## config.mk

```make
export PLATFORM = sky130hd
export DESIGN_NAME = html_tag_stripper
export DESIGN_NICKNAME = d
export VERILOG_FILES = /design/src/hdl/hts_pkg.sv /design/src/hdl/hts_ctrl.sv /design/src/hdl/hts_datapath.sv /design/src/hdl/html_tag_stripper.sv
export SDC_FILE = /design/constraint.sdc
export NUM_CORES = 1
export LEC_CHECK = 0
export ABC_AREA = 1
export BUFFER_PORTS_ARGS = -buffer_cell sky130_fd_sc_hd__buf_4
export CORE_MARGIN = 1
export CORE_UTILIZATION = 60
export DETAILED_ROUTE_END_ITERATION = 10
export PLACE_DENSITY = 0.77
export SLEW_MARGIN = 20
export SYNTH_ARGS = -nofsm -noshare
export SYNTH_HDL_FRONTEND = slang
export SYNTH_SLANG_ARGS = --single-unit
```

## constraint.sdc

```tcl
create_clock -name clk -period 4 [get_ports clk]
set_clock_uncertainty 0.1 [all_clocks]
set_input_delay 0.6 -clock clk [delete_from_list [all_inputs] [get_ports clk]]
set_output_delay 0.6 -clock clk [all_outputs]
set_load 0.01 [all_outputs]
```

## src/hdl/hts_pkg.sv

```systemverilog
// shared types, constants and lookup functions for the html tag stripper
// no dependencies; imported by hts_ctrl, hts_datapath and html_tag_stripper
`default_nettype none

package hts_pkg;

    localparam logic [7:0] CHAR_LT = 8'h3c;
    localparam logic [7:0] CHAR_GT = 8'h3e;

    localparam logic [8*11-1:0] OPENER_BQ     = "<blockquote";
    localparam logic [8*7-1:0]  OPENER_SCRIPT = "<script";
    localparam logic [8*6-1:0]  OPENER_STYLE  = "<style";
    localparam logic [8*13-1:0] CLOSER_BQ     = "</blockquote>";
    localparam logic [8*9-1:0]  CLOSER_SCRIPT = "</script>";
    localparam logic [8*8-1:0]  CLOSER_STYLE  = "</style>";

    localparam logic [1:0] KIND_BQ     = 2'd0;
    localparam logic [1:0] KIND_SCRIPT = 2'd1;
    localparam logic [1:0] KIND_STYLE  = 2'd2;

    typedef enum logic [2:0] {
        MODE_PLAIN        = 3'd0,
        MODE_TAGSTART     = 3'd1,
        MODE_ORDTAG       = 3'd2,
        MODE_BLOCK_BQ     = 3'd3,
        MODE_BLOCK_SCRIPT = 3'd4,
        MODE_BLOCK_STYLE  = 3'd5
    } scan_mode_t;

    typedef enum logic [1:0] {
        ST_RUN,
        ST_FLUSH_READ,
        ST_FLUSH_SEND
    } ctrl_state_t;

    typedef struct packed {
        logic step;
        logic rd_issue;
        logic send_flush;
    } ctrl_cmd_t;

    typedef struct packed {
        logic out_free;
        logic flush_needed;
        logic flush_last;
    } dp_status_t;

    function automatic logic [3:0] opener_len(input logic [1:0] k);
        logic [3:0] len;
        len = 4'd0;
        unique case (k)
            KIND_BQ:     len = 4'd11;
            KIND_SCRIPT: len = 4'd7;
            KIND_STYLE:  len = 4'd6;
            default:     len = 4'd0;
        endcase
        return len;
    endfunction

    function automatic logic [3:0] closer_len(input logic [1:0] k);
        logic [3:0] len;
        len = 4'd0;
        unique case (k)
            KIND_BQ:     len = 4'd13;
            KIND_SCRIPT: len = 4'd9;
            KIND_STYLE:  len = 4'd8;
            default:     len = 4'd0;
        endcase
        return len;
    endfunction

    // character at position p, first character at p = 0; zero past the end
    function automatic logic [7:0] opener_char(input logic [1:0] k, input logic [3:0] p);
        logic [7:0] ch;
        ch = 8'h00;
        unique case (k)
            KIND_BQ:     if (p < 4'd11) ch = OPENER_BQ[8*(10-int'(p)) +: 8];
            KIND_SCRIPT: if (p < 4'd7)  ch = OPENER_SCRIPT[8*(6-int'(p)) +: 8];
            KIND_STYLE:  if (p < 4'd6)  ch = OPENER_STYLE[8*(5-int'(p)) +: 8];
            default:     ch = 8'h00;
        endcase
        return ch;
    endfunction

    function automatic logic [7:0] closer_char(input logic [1:0] k, input logic [3:0] p);
        logic [7:0] ch;
        ch = 8'h00;
        unique case (k)
            KIND_BQ:     if (p < 4'd13) ch = CLOSER_BQ[8*(12-int'(p)) +: 8];
            KIND_SCRIPT: if (p < 4'd9)  ch = CLOSER_SCRIPT[8*(8-int'(p)) +: 8];
            KIND_STYLE:  if (p < 4'd8)  ch = CLOSER_STYLE[8*(7-int'(p)) +: 8];
            default:     ch = 8'h00;
        endcase
        return ch;
    endfunction

    function automatic scan_mode_t kind_mode(input logic [1:0] k);
        scan_mode_t m;
        m = MODE_BLOCK_BQ;
        unique case (k)
            KIND_BQ:     m = MODE_BLOCK_BQ;
            KIND_SCRIPT: m = MODE_BLOCK_SCRIPT;
            KIND_STYLE:  m = MODE_BLOCK_STYLE;
            default:     m = MODE_BLOCK_BQ;
        endcase
        return m;
    endfunction

    function automatic logic [1:0] mode_kind(input scan_mode_t m);
        logic [1:0] k;
        k = KIND_BQ;
        unique case (m)
            MODE_BLOCK_SCRIPT: k = KIND_SCRIPT;
            MODE_BLOCK_STYLE:  k = KIND_STYLE;
            default:           k = KIND_BQ;
        endcase
        return k;
    endfunction

endpackage

`default_nettype wire

```

## src/hdl/hts_ctrl.sv

```systemverilog
// controller of the html tag stripper: run / flush sequencing
// depends on hts_pkg
`default_nettype none

module hts_ctrl
    import hts_pkg::*;
(
    input  wire logic       clk,
    input  wire logic       rst_n,
    input  wire logic       in_valid,
    input  wire dp_status_t status,
    output logic            in_ready,
    output ctrl_cmd_t       cmd
);

    ctrl_state_t state_reg;
    ctrl_state_t state_next;

    always_ff @(posedge clk or negedge rst_n)
    begin
        if (!rst_n)
        begin
            state_reg <= ST_RUN;
        end
        else
        begin
            state_reg <= state_next;
        end
    end

    always_comb
    begin
        state_next = state_reg;
        unique case (state_reg)
            ST_RUN:
            begin
                if (in_valid && status.out_free && status.flush_needed)
                begin
                    state_next = ST_FLUSH_READ;
                end
            end
            ST_FLUSH_READ:
            begin
                state_next = ST_FLUSH_SEND;
            end
            ST_FLUSH_SEND:
            begin
                if (status.out_free)
                begin
                    state_next = status.flush_last ? ST_RUN : ST_FLUSH_READ;
                end
            end
            default:
            begin
                state_next = ST_RUN;
            end
        endcase
    end

    always_comb
    begin
        in_ready       = 1'b0;
        cmd.step       = 1'b0;
        cmd.rd_issue   = 1'b0;
        cmd.send_flush = 1'b0;
        unique case (state_reg)
            ST_RUN:
            begin
                in_ready = status.out_free;
                cmd.step = in_valid && status.out_free;
            end
            ST_FLUSH_READ:
            begin
                cmd.rd_issue = 1'b1;
            end
            ST_FLUSH_SEND:
            begin
                cmd.send_flush = status.out_free;
            end
            default:
            begin
                in_ready = 1'b0;
            end
        endcase
    end

endmodule

`default_nettype wire

```

## src/hdl/hts_datapath.sv

```systemverilog
// datapath of the html tag stripper: scan state, tag buffer, output register
// depends on hts_pkg; commanded by hts_ctrl
`default_nettype none

module hts_datapath
    import hts_pkg::*;
#(
    parameter int PENDING_DEPTH = 63
)
(
    input  wire logic       clk,
    input  wire logic       rst_n,
    input  wire ctrl_cmd_t  cmd,
    input  wire logic [7:0] text_byte,
    input  wire logic       end_of_text,
    output dp_status_t      status,
    input  wire logic       out_ready,
    output logic            out_valid,
    output logic [7:0]      out_byte,
    output logic            byte_valid,
    output logic            last_of_text,
    output logic            tag_overflow
);

    localparam int AW = $clog2(PENDING_DEPTH);
    localparam int CW = $clog2(PENDING_DEPTH + 1);
    localparam logic [CW-1:0] DEPTH_C = CW'(PENDING_DEPTH);

    scan_mode_t    mode_reg, mode_next;
    logic [2:0]    cand_reg, cand_next;
    logic [3:0]    pos_reg, pos_next;
    logic [CW-1:0] cnt_reg, cnt_next;
    logic          ovf_reg, ovf_next;
    logic [AW-1:0] idx_reg;

    logic [7:0]    pend_mem [PENDING_DEPTH];
    logic [7:0]    rd_data_reg;

    logic          mem_we;
    logic [AW-1:0] mem_addr;
    logic [2:0]    alive;
    logic          done;
    scan_mode_t    done_mode;
    logic [1:0]    blk;
    logic          plain_res;
    logic          marker_res;
    logic          flush_needed;

    logic          out_valid_reg;
    logic [7:0]    out_byte_reg;
    logic          byte_valid_reg;
    logic          last_reg;
    logic          ovf_out_reg;

    always_comb
    begin
        mode_next = mode_reg;
        cand_next = cand_reg;
        pos_next  = pos_reg;
        cnt_next  = cnt_reg;
        ovf_next  = ovf_reg;
        mem_we    = 1'b0;
        mem_addr  = cnt_reg[AW-1:0];
        alive     = 3'b000;
        done      = 1'b0;
        done_mode = MODE_BLOCK_BQ;
        blk       = mode_kind(mode_reg);

        unique case (mode_reg)
            MODE_PLAIN:
            begin
                if (text_byte == CHAR_LT)
                begin
                    mode_next = MODE_TAGSTART;
                    cand_next = 3'b111;
                    pos_next  = 4'd1;
                    mem_we    = 1'b1;
                    mem_addr  = '0;
                    cnt_next  = CW'(1);
                    ovf_next  = 1'b0;
                end
            end
            MODE_TAGSTART, MODE_ORDTAG:
            begin
                // hold the byte while room is left
                if (cnt_reg < DEPTH_C)
                begin
                    mem_we   = 1'b1;
                    cnt_next = cnt_reg + CW'(1);
                end
                else
                begin
                    ovf_next = 1'b1;
                end
                if (mode_reg == MODE_ORDTAG)
                begin
                    if (text_byte == CHAR_GT)
                    begin
                        mem_we    = 1'b0;
                        mode_next = MODE_PLAIN;
                        cnt_next  = '0;
                        ovf_next  = 1'b0;
                    end
                end
                else
                begin
                    for (int c = 0; c < 3; c++)
                    begin
                        if (cand_reg[c] && (pos_reg < opener_len(2'(c))) &&
                            (opener_char(2'(c), pos_reg) == text_byte))
                        begin
                            alive[c] = 1'b1;
                            if (pos_reg + 4'd1 == opener_len(2'(c)))
                            begin
                                done      = 1'b1;
                                done_mode = kind_mode(2'(c));
                            end
                        end
                    end
                    cand_next = alive;
                    pos_next  = pos_reg + 4'd1;
                    if (done)
                    begin
                        mode_next = done_mode;
                        pos_next  = 4'd0;
                        cnt_next  = '0;
                        ovf_next  = 1'b0;
                    end
                    else if (alive == 3'b000)
                    begin
                        if (text_byte == CHAR_GT)
                        begin
                            mode_next = MODE_PLAIN;
                            cnt_next  = '0;
                            ovf_next  = 1'b0;
                        end
                        else
                        begin
                            mode_next = MODE_ORDTAG;
                        end
                    end
                end
            end
            MODE_BLOCK_BQ, MODE_BLOCK_SCRIPT, MODE_BLOCK_STYLE:
            begin
                if ((pos_reg < closer_len(blk)) && (closer_char(blk, pos_reg) == text_byte))
                begin
                    pos_next = pos_reg + 4'd1;
                    if (pos_reg + 4'd1 == closer_len(blk))
                    begin
                        mode_next = MODE_PLAIN;
                        pos_next  = 4'd0;
                    end
                end
                else
                begin
                    pos_next = (text_byte == CHAR_LT) ? 4'd1 : 4'd0;
                end
            end
            default:
            begin
                mode_next = MODE_PLAIN;
            end
        endcase

        plain_res    = (mode_reg == MODE_PLAIN) && (text_byte != CHAR_LT);
        flush_needed = end_of_text &&
                       ((mode_next == MODE_TAGSTART) || (mode_next == MODE_ORDTAG));
        marker_res   = end_of_text && !plain_res && !flush_needed;

        // end of text: scan state back to reset, held bytes kept for the flush
        if (end_of_text)
        begin
            mode_next = MODE_PLAIN;
            cand_next = 3'b111;
            pos_next  = 4'd0;
        end
    end

    always_ff @(posedge clk or negedge rst_n)
    begin
        if (!rst_n)
        begin
            mode_reg      <= MODE_PLAIN;
            cand_reg      <= 3'b111;
            pos_reg       <= 4'd0;
            cnt_reg       <= '0;
            ovf_reg       <= 1'b0;
            idx_reg       <= '0;
            out_valid_reg <= 1'b0;
        end
        else
        begin
            if (cmd.step)
            begin
                mode_reg <= mode_next;
                cand_reg <= cand_next;
                pos_reg  <= pos_next;
                cnt_reg  <= cnt_next;
                ovf_reg  <= ovf_next;
                idx_reg  <= '0;
            end
            else if (cmd.send_flush)
            begin
                idx_reg <= idx_reg + AW'(1);
            end

            if ((cmd.step && (plain_res || marker_res)) || cmd.send_flush)
            begin
                out_valid_reg <= 1'b1;
            end
            else if (out_ready)
            begin
                out_valid_reg <= 1'b0;
            end
        end
    end

    // tag buffer and its registered read port
    always_ff @(posedge clk)
    begin
        if (cmd.step && mem_we)
        begin
            pend_mem[mem_addr] <= text_byte;
        end
        if (cmd.rd_issue)
        begin
            rd_data_reg <= pend_mem[idx_reg];
        end
    end

    always_ff @(posedge clk)
    begin
        if (cmd.send_flush)
        begin
            out_byte_reg   <= rd_data_reg;
            byte_valid_reg <= 1'b1;
            last_reg       <= status.flush_last;
            ovf_out_reg    <= ovf_reg;
        end
        else if (cmd.step)
        begin
            out_byte_reg   <= plain_res ? text_byte : 8'h00;
            byte_valid_reg <= plain_res;
            last_reg       <= end_of_text;
            ovf_out_reg    <= 1'b0;
        end
    end

    assign status.out_free     = !out_valid_reg || out_ready;
    assign status.flush_needed = flush_needed;
    assign status.flush_last   = ((CW'(idx_reg) + CW'(1)) == cnt_reg);

    assign out_valid    = out_valid_reg;
    assign out_byte     = out_byte_reg;
    assign byte_valid   = byte_valid_reg;
    assign last_of_text = last_reg;
    assign tag_overflow = ovf_out_reg;

endmodule

`default_nettype wire

```

## src/hdl/html_tag_stripper.sv

```systemverilog
// html tag stripper top level: byte stream in, stripped text stream out
// a kept byte reaches the master side in the cycle after its request
// throughput: one byte per cycle, tags too, while scanning and m_tready allows
// end of text inside an open tag that starts no block flushes the held bytes,
// each by a registered read of the tag buffer followed by the output load
// reset: rst_n clears scan state and output valid; the tag buffer is not cleared
`default_nettype none

module html_tag_stripper
    import hts_pkg::*;
#(
    parameter int PENDING_DEPTH = 63
)
(
    input  wire logic       clk,
    input  wire logic       rst_n,
    // slave side: one text byte per request
    input  wire logic       s_tvalid,
    output logic            s_tready,
    input  wire logic [7:0] s_tdata,   // [7:0] text_byte
    input  wire logic       s_tlast,   // end_of_text
    // master side: stripped text
    output logic            m_tvalid,
    input  wire logic       m_tready,
    output logic [7:0]      m_tdata,   // [7:0] out_byte
    output logic            m_tlast,   // last_of_text
    output logic [1:0]      m_tuser    // [0] byte_valid, [1] tag_overflow
);

    ctrl_cmd_t  cmd;
    dp_status_t status;

    // controller: decides when a request is taken and sequences the flush
    hts_ctrl u_ctrl (
        .clk      (clk),
        .rst_n    (rst_n),
        .in_valid (s_tvalid),
        .status   (status),
        .in_ready (s_tready),
        .cmd      (cmd)
    );

    // datapath: opener/closer matching, held tag bytes, output register
    hts_datapath #(
        .PENDING_DEPTH (PENDING_DEPTH)
    ) u_datapath (
        .clk          (clk),
        .rst_n        (rst_n),
        .cmd          (cmd),
        .text_byte    (s_tdata),
        .end_of_text  (s_tlast),
        .status       (status),
        .out_ready    (m_tready),
        .out_valid    (m_tvalid),
        .out_byte     (m_tdata),
        .byte_valid   (m_tuser[0]),
        .last_of_text (m_tlast),
        .tag_overflow (m_tuser[1])
    );

    // no new request is taken once a flush has been triggered
    assert property (@(posedge clk) disable iff (!rst_n)
        (s_tvalid && s_tready && status.flush_needed) |=> !s_tready)
        else $error("request taken during end-of-text flush");

    // a flushed byte always lands in the output register as a real character
    assert property (@(posedge clk) disable iff (!rst_n)
        cmd.send_flush |=> (m_tvalid && m_tuser[0]))
        else $error("flushed byte not presented");

    // a bare end marker carries a zero byte, no overflow, and closes the text
    assert property (@(posedge clk) disable iff (!rst_n)
        (m_tvalid && !m_tuser[0]) |-> (m_tlast && (m_tdata == 8'h00) && !m_tuser[1]))
        else $error("malformed end marker");

    // commands to the datapath never overlap
    assert property (@(posedge clk) disable iff (!rst_n)
        $onehot0({cmd.step, cmd.rd_issue, cmd.send_flush}))
        else $error("overlapping datapath commands");

endmodule

`default_nettype wire
```

==> impl_metrics.xml <==
<?xml version="1.0" encoding="UTF-8"?>
<metrics>
  <group name="run_status">
    <metric name="run_status" unit="">completed</metric>
  </group>
  <group name="synthesis">
    <metric name="syn_area_per_cell" unit="µm²">10.8</metric>
    <metric name="ys_seq_elements" unit="">549</metric>
    <metric name="number_of_enable_type_register_cells_in_the_synthesized_netlist" unit="">522</metric>
    <metric name="post_synth_num_cell_types" unit="">56</metric>
    <metric name="syn_nets" unit="">2304</metric>
    <metric name="synth_area_leaders" unit="">edfxtp_1, nor2_1, o21ai_0, nand2_1, o22ai_1</metric>
    <metric name="post-synth-top-area-fraction" unit="%">64.0</metric>
    <metric name="synth-warning-count" unit="">0</metric>
    <metric name="synth.yosys.seq_area_share" unit="%">66.7</metric>
    <metric name="synth_top_cell_by_area" unit="">edfxtp_1</metric>
    <metric name="synth_cells" unit="">2274</metric>
    <metric name="synth.cell_area" unit="µm²">24500</metric>
    <metric name="synthArstFlopShare" unit="%">4.74</metric>
    <metric name="synth_flop_cell" unit="">edfxtp_1</metric>
  </group>
  <group name="die">
    <metric name="dieHeight" unit="µm">204</metric>
    <metric name="fp.dieArea" unit="µm²">41700</metric>
    <metric name="die_width" unit="µm">204</metric>
    <metric name="cell_row_count" unit="">73</metric>
    <metric name="num_io_pins" unit="">26</metric>
    <metric name="core_area" unit="µm²">40000</metric>
    <metric name="initial_core_util" unit="%">61.3</metric>
  </group>
  <group name="sta">
    <metric name="final_min_period_over_clock_period" unit="%">95.5</metric>
    <metric name="finalSetupViolations" unit="">0</metric>
    <metric name="worst_slew_margin_rel" unit="%">27.3</metric>
    <metric name="rsz0062_at_grt" unit="">false</metric>
    <metric name="report.final.hold_viol_count" unit="">0</metric>
    <metric name="fmax" unit="GHz">0.262</metric>
    <metric name="worst_slack" unit="ps">181</metric>
    <metric name="period_needed" unit="ps">3820</metric>
    <metric name="tightestPinTransition" unit="ps">1080</metric>
    <metric name="finalMaxSlewViolations" unit="">0</metric>
  </group>
  <group name="route">
    <metric name="drc" unit="">0</metric>
    <metric name="post_drt_via_cell_ratio" unit="">6.42</metric>
    <metric name="routed_wirelength" unit="µm">68400</metric>
    <metric name="num_vias" unit="">18400</metric>
    <metric name="drt_first_iter_violations" unit="">2474</metric>
    <metric name="drt_pass1_iterations" unit="">6</metric>
    <metric name="ant_nets" unit="">0</metric>
    <metric name="routed_wire_length_per_instance" unit="µm">23.8</metric>
  </group>
  <group name="run">
    <metric name="drv_cap" unit="">0</metric>
  </group>
  <group name="worst_setup_path">
    <metric name="buffering_stage_count_on_the_worst_path_with_inverters_included" unit="">4</metric>
    <metric name="critical_path.top_delay_family" unit="">simple AND/OR/NAND/NOR gates</metric>
    <metric name="timing.critical_path.cells" unit="">buf_4 -&gt; inv_1 -&gt; nor4_1 -&gt; inv_1 -&gt; nor4_1 -&gt; inv_1 -&gt; a21oi_1 -&gt; o21ai_1 -&gt; nand2_1 -&gt; nor2_1 -&gt; nand2_1 -&gt; nor2_1</metric>
    <metric name="timing.reg2reg.setup_slack" unit="ps">430</metric>
    <metric name="setup_cp_type" unit="">input port to flip-flop</metric>
    <metric name="critical_path.max_fanout" unit="">8</metric>
    <metric name="worst_ep_required_time" unit="ps">4160</metric>
    <metric name="crit_path_max_incr_delay" unit="ps">850</metric>
    <metric name="critPathCaptureType" unit="">flip-flop</metric>
    <metric name="critical_path_arrival" unit="ps">3980</metric>
    <metric name="timing.critical_path.mode_cell" unit="">inv_1</metric>
    <metric name="critical_path.startpoint_type" unit="">input port</metric>
    <metric name="timing.critical_path.slowest_stage_cell" unit="">nor4_1</metric>
  </group>
  <group name="clock_network">
    <metric name="tritoncts" unit="">yes</metric>
    <metric name="clock_path_buffers" unit="">3</metric>
    <metric name="cts_max_level" unit="">2</metric>
    <metric name="worst_skew_pair.late_latency" unit="ps">600</metric>
    <metric name="path_clk_slew" unit="ps">60</metric>
    <metric name="postCtsSetupBuffers" unit="">0</metric>
    <metric name="cts-root-buf" unit="">clkbuf_16</metric>
    <metric name="clock-sinks" unit="">549</metric>
    <metric name="cts_buf_count" unit="">52</metric>
  </group>
  <group name="pwr">
    <metric name="power.ir.vdd_worst" unit="mV">0.431</metric>
    <metric name="power.static_leakage" unit="nW">9.80</metric>
    <metric name="power.density_cell_area" unit="nW/µm²">555</metric>
  </group>
  <group name="min_path">
    <metric name="worst_hold_path_type" unit="">input port to flip-flop</metric>
  </group>
  <group name="layout">
    <metric name="areaGrowthSynthToFinish" unit="%">11.0</metric>
    <metric name="final_area" unit="µm²">27200</metric>
    <metric name="drive_gt1_share" unit="%">10.0</metric>
    <metric name="number_of_flip_flops_under_the_largest_register_name" unit="">504</metric>
    <metric name="post_layout_nonfiller_instances" unit="">2873</metric>
    <metric name="final_net_count" unit="">2335</metric>
    <metric name="finish.utilization" unit="%">68.0</metric>
  </group>
  <group name="grt">
    <metric name="antenna_found_initial" unit="">3</metric>
    <metric name="first_global_vias" unit="">17200</metric>
    <metric name="gr-usage-all-layers" unit="%">33.3</metric>
    <metric name="grt_remaining_overflow" unit="">0</metric>
    <metric name="grt_pass1_wl" unit="µm">103000</metric>
    <metric name="grt_start_max_net_pins" unit="">157</metric>
  </group>
  <group name="placed_design">
    <metric name="dp.cells" unit="">2775</metric>
    <metric name="count_of_buffers_from_port_buffering" unit="">25</metric>
    <metric name="pre_cts_slack" unit="ps">-294</metric>
    <metric name="place_congestion" unit="">0.938</metric>
    <metric name="place.detailed.hpwl" unit="µm">43000</metric>
    <metric name="post_dp_cell_area" unit="µm²">25500</metric>
  </group>
</metrics>
## path summary, 6_finish.rpt
kind / startpoint / to / cells after the start
setup / recovery: s_tdata[5] / u_datapath.pend_mem[50][0]$_DFFE_PP_ / 12
hold reg to reg: u_datapath.cand_reg[1]$_DFFE_PN1P_ / u_datapath.cand_reg[1]$_DFFE_PN1P_ / 2
min in group asynchronous: rst_n / u_datapath.out_valid$_DFFE_PN0P_ / 2
setup reg to reg: u_datapath.pos_reg[1]$_DFFE_PN0P_ / u_datapath.cnt_reg[5]$_DFFE_PN0P_ / 20
hold / removal: s_tdata[1] / u_datapath.pend_mem[58][1]$_DFFE_PP_ / 1
max in group asynchronous: rst_n / u_datapath.cand_reg[1]$_DFFE_PN1P_ / 2
## routing by layer
layer / up-vias / share of wire (%) / GRT usage, %
li1: 8208 / - / -
met1: 8756 / 39 / 48.3
met2: 1290 / 45 / 49.8
met3: 188 / 12 / 6.04
met4: 2 / 3.9 / 13.7
met5: - / 0.019 / 0
## cell families (layout without fill, tap and decap cells)
group | count (synthesis) | in the layout | share of synthesized area [%]
buffers and inverters | 238 | 310 | 3.95
other | 1 | 3 | 0.0153
adder cells (fa/ha/maj) | 17 | 17 | 0.868
flip-flops | 549 | 549 | 66.7
XOR/XNOR | 10 | 10 | 0.357
multiplexers | 5 | 5 | 0.204
AO/OA/AOI/OAI | 536 | 536 | 12.5
AND/OR/NAND/NOR | 918 | 918 | 15.4
## cell usage in the layout, fill, tap and decap left out, types with 4 or more instances in the layout
cell type	n
dfrtp_1	20
nor3_1	13
xor2_1	10
buf_4	95
clkinv_2	10
a211oi_1	7
inv_2	20
nor2_2	7
a32oi_1	8
clkbuf_1	5
nor2_1	403
o31ai_1	9
nand2_2	9
clkinv_1	24
mux2i_1	5
a21oi_1	50
o22ai_1	143
a22oi_1	5
nand2_1	344
nand3_2	4
o21ai_0	274
clkbuf_16	54
nand3_1	109
a221o_1	6
bufinv_16	7
edfxtp_1	522
nand4_1	16
o21ai_1	12
ha_1	16
buf_12	5
inv_1	83
## stage by stage
step                TNS (ps)  power, mW  hold WS [ps]
floorplan                  0       8.89           204
global placement      -16820       10.0           359
detailed placement    -21240       10.1           370
CTS                        0       15.0           219
global route               0       15.6           234
finish                     0       15.1           254
## cells in the mapped netlist (all sizes together), types with 2 or more instances
library cell    n
mux2i           5
a211oi          7
o31ai           9
o32ai           3
o211ai          3
o221ai          2
a31oi           3
o22ai         143
nor3           14
a22oi           5
xor2           10
nor4            4
clkbuf        100
a2111oi         3
dfstp           3
buf            24
nand2         354
o21ai         286
a21oi          53
dfrtp          23
nand3         114
clkinv          9
edfxtp        522
ha             17
nor2          410
inv           105
nand4          19
a32oi           8
a221o           6
## timing repair
| action | 4_1_cts | 5_1_grt |
|---|---|---|
| gates resized for setup | 0 | 1 |
| endpoints found under the hold margin | 23 | 0 |
| hold buffers | 1 | 0 |
| setup endpoints to repair | 0 | 2 |
## layout make-up
type | instances | area [µm²]
clock inverter | 36 | 357
inverter | 114 | 435
tap | 525 | 657
fill | 2935 | 12800
antenna | 2 | 5.00
timing repair buffer | 101 | 823
sequential | 549 | 16400
multi-input combinational | 1487 | 7190
clock buffer | 59 | 1370
## where the power goes
group	internal (mW)	switching (mW)	leakage, nW
clock	2.90	2.10	0.845
combinational	1.04	2.49	3.92
sequential	6.44	0.128	5.04
total	10.4	4.72	9.80
(Power assumes the default switching activity.)
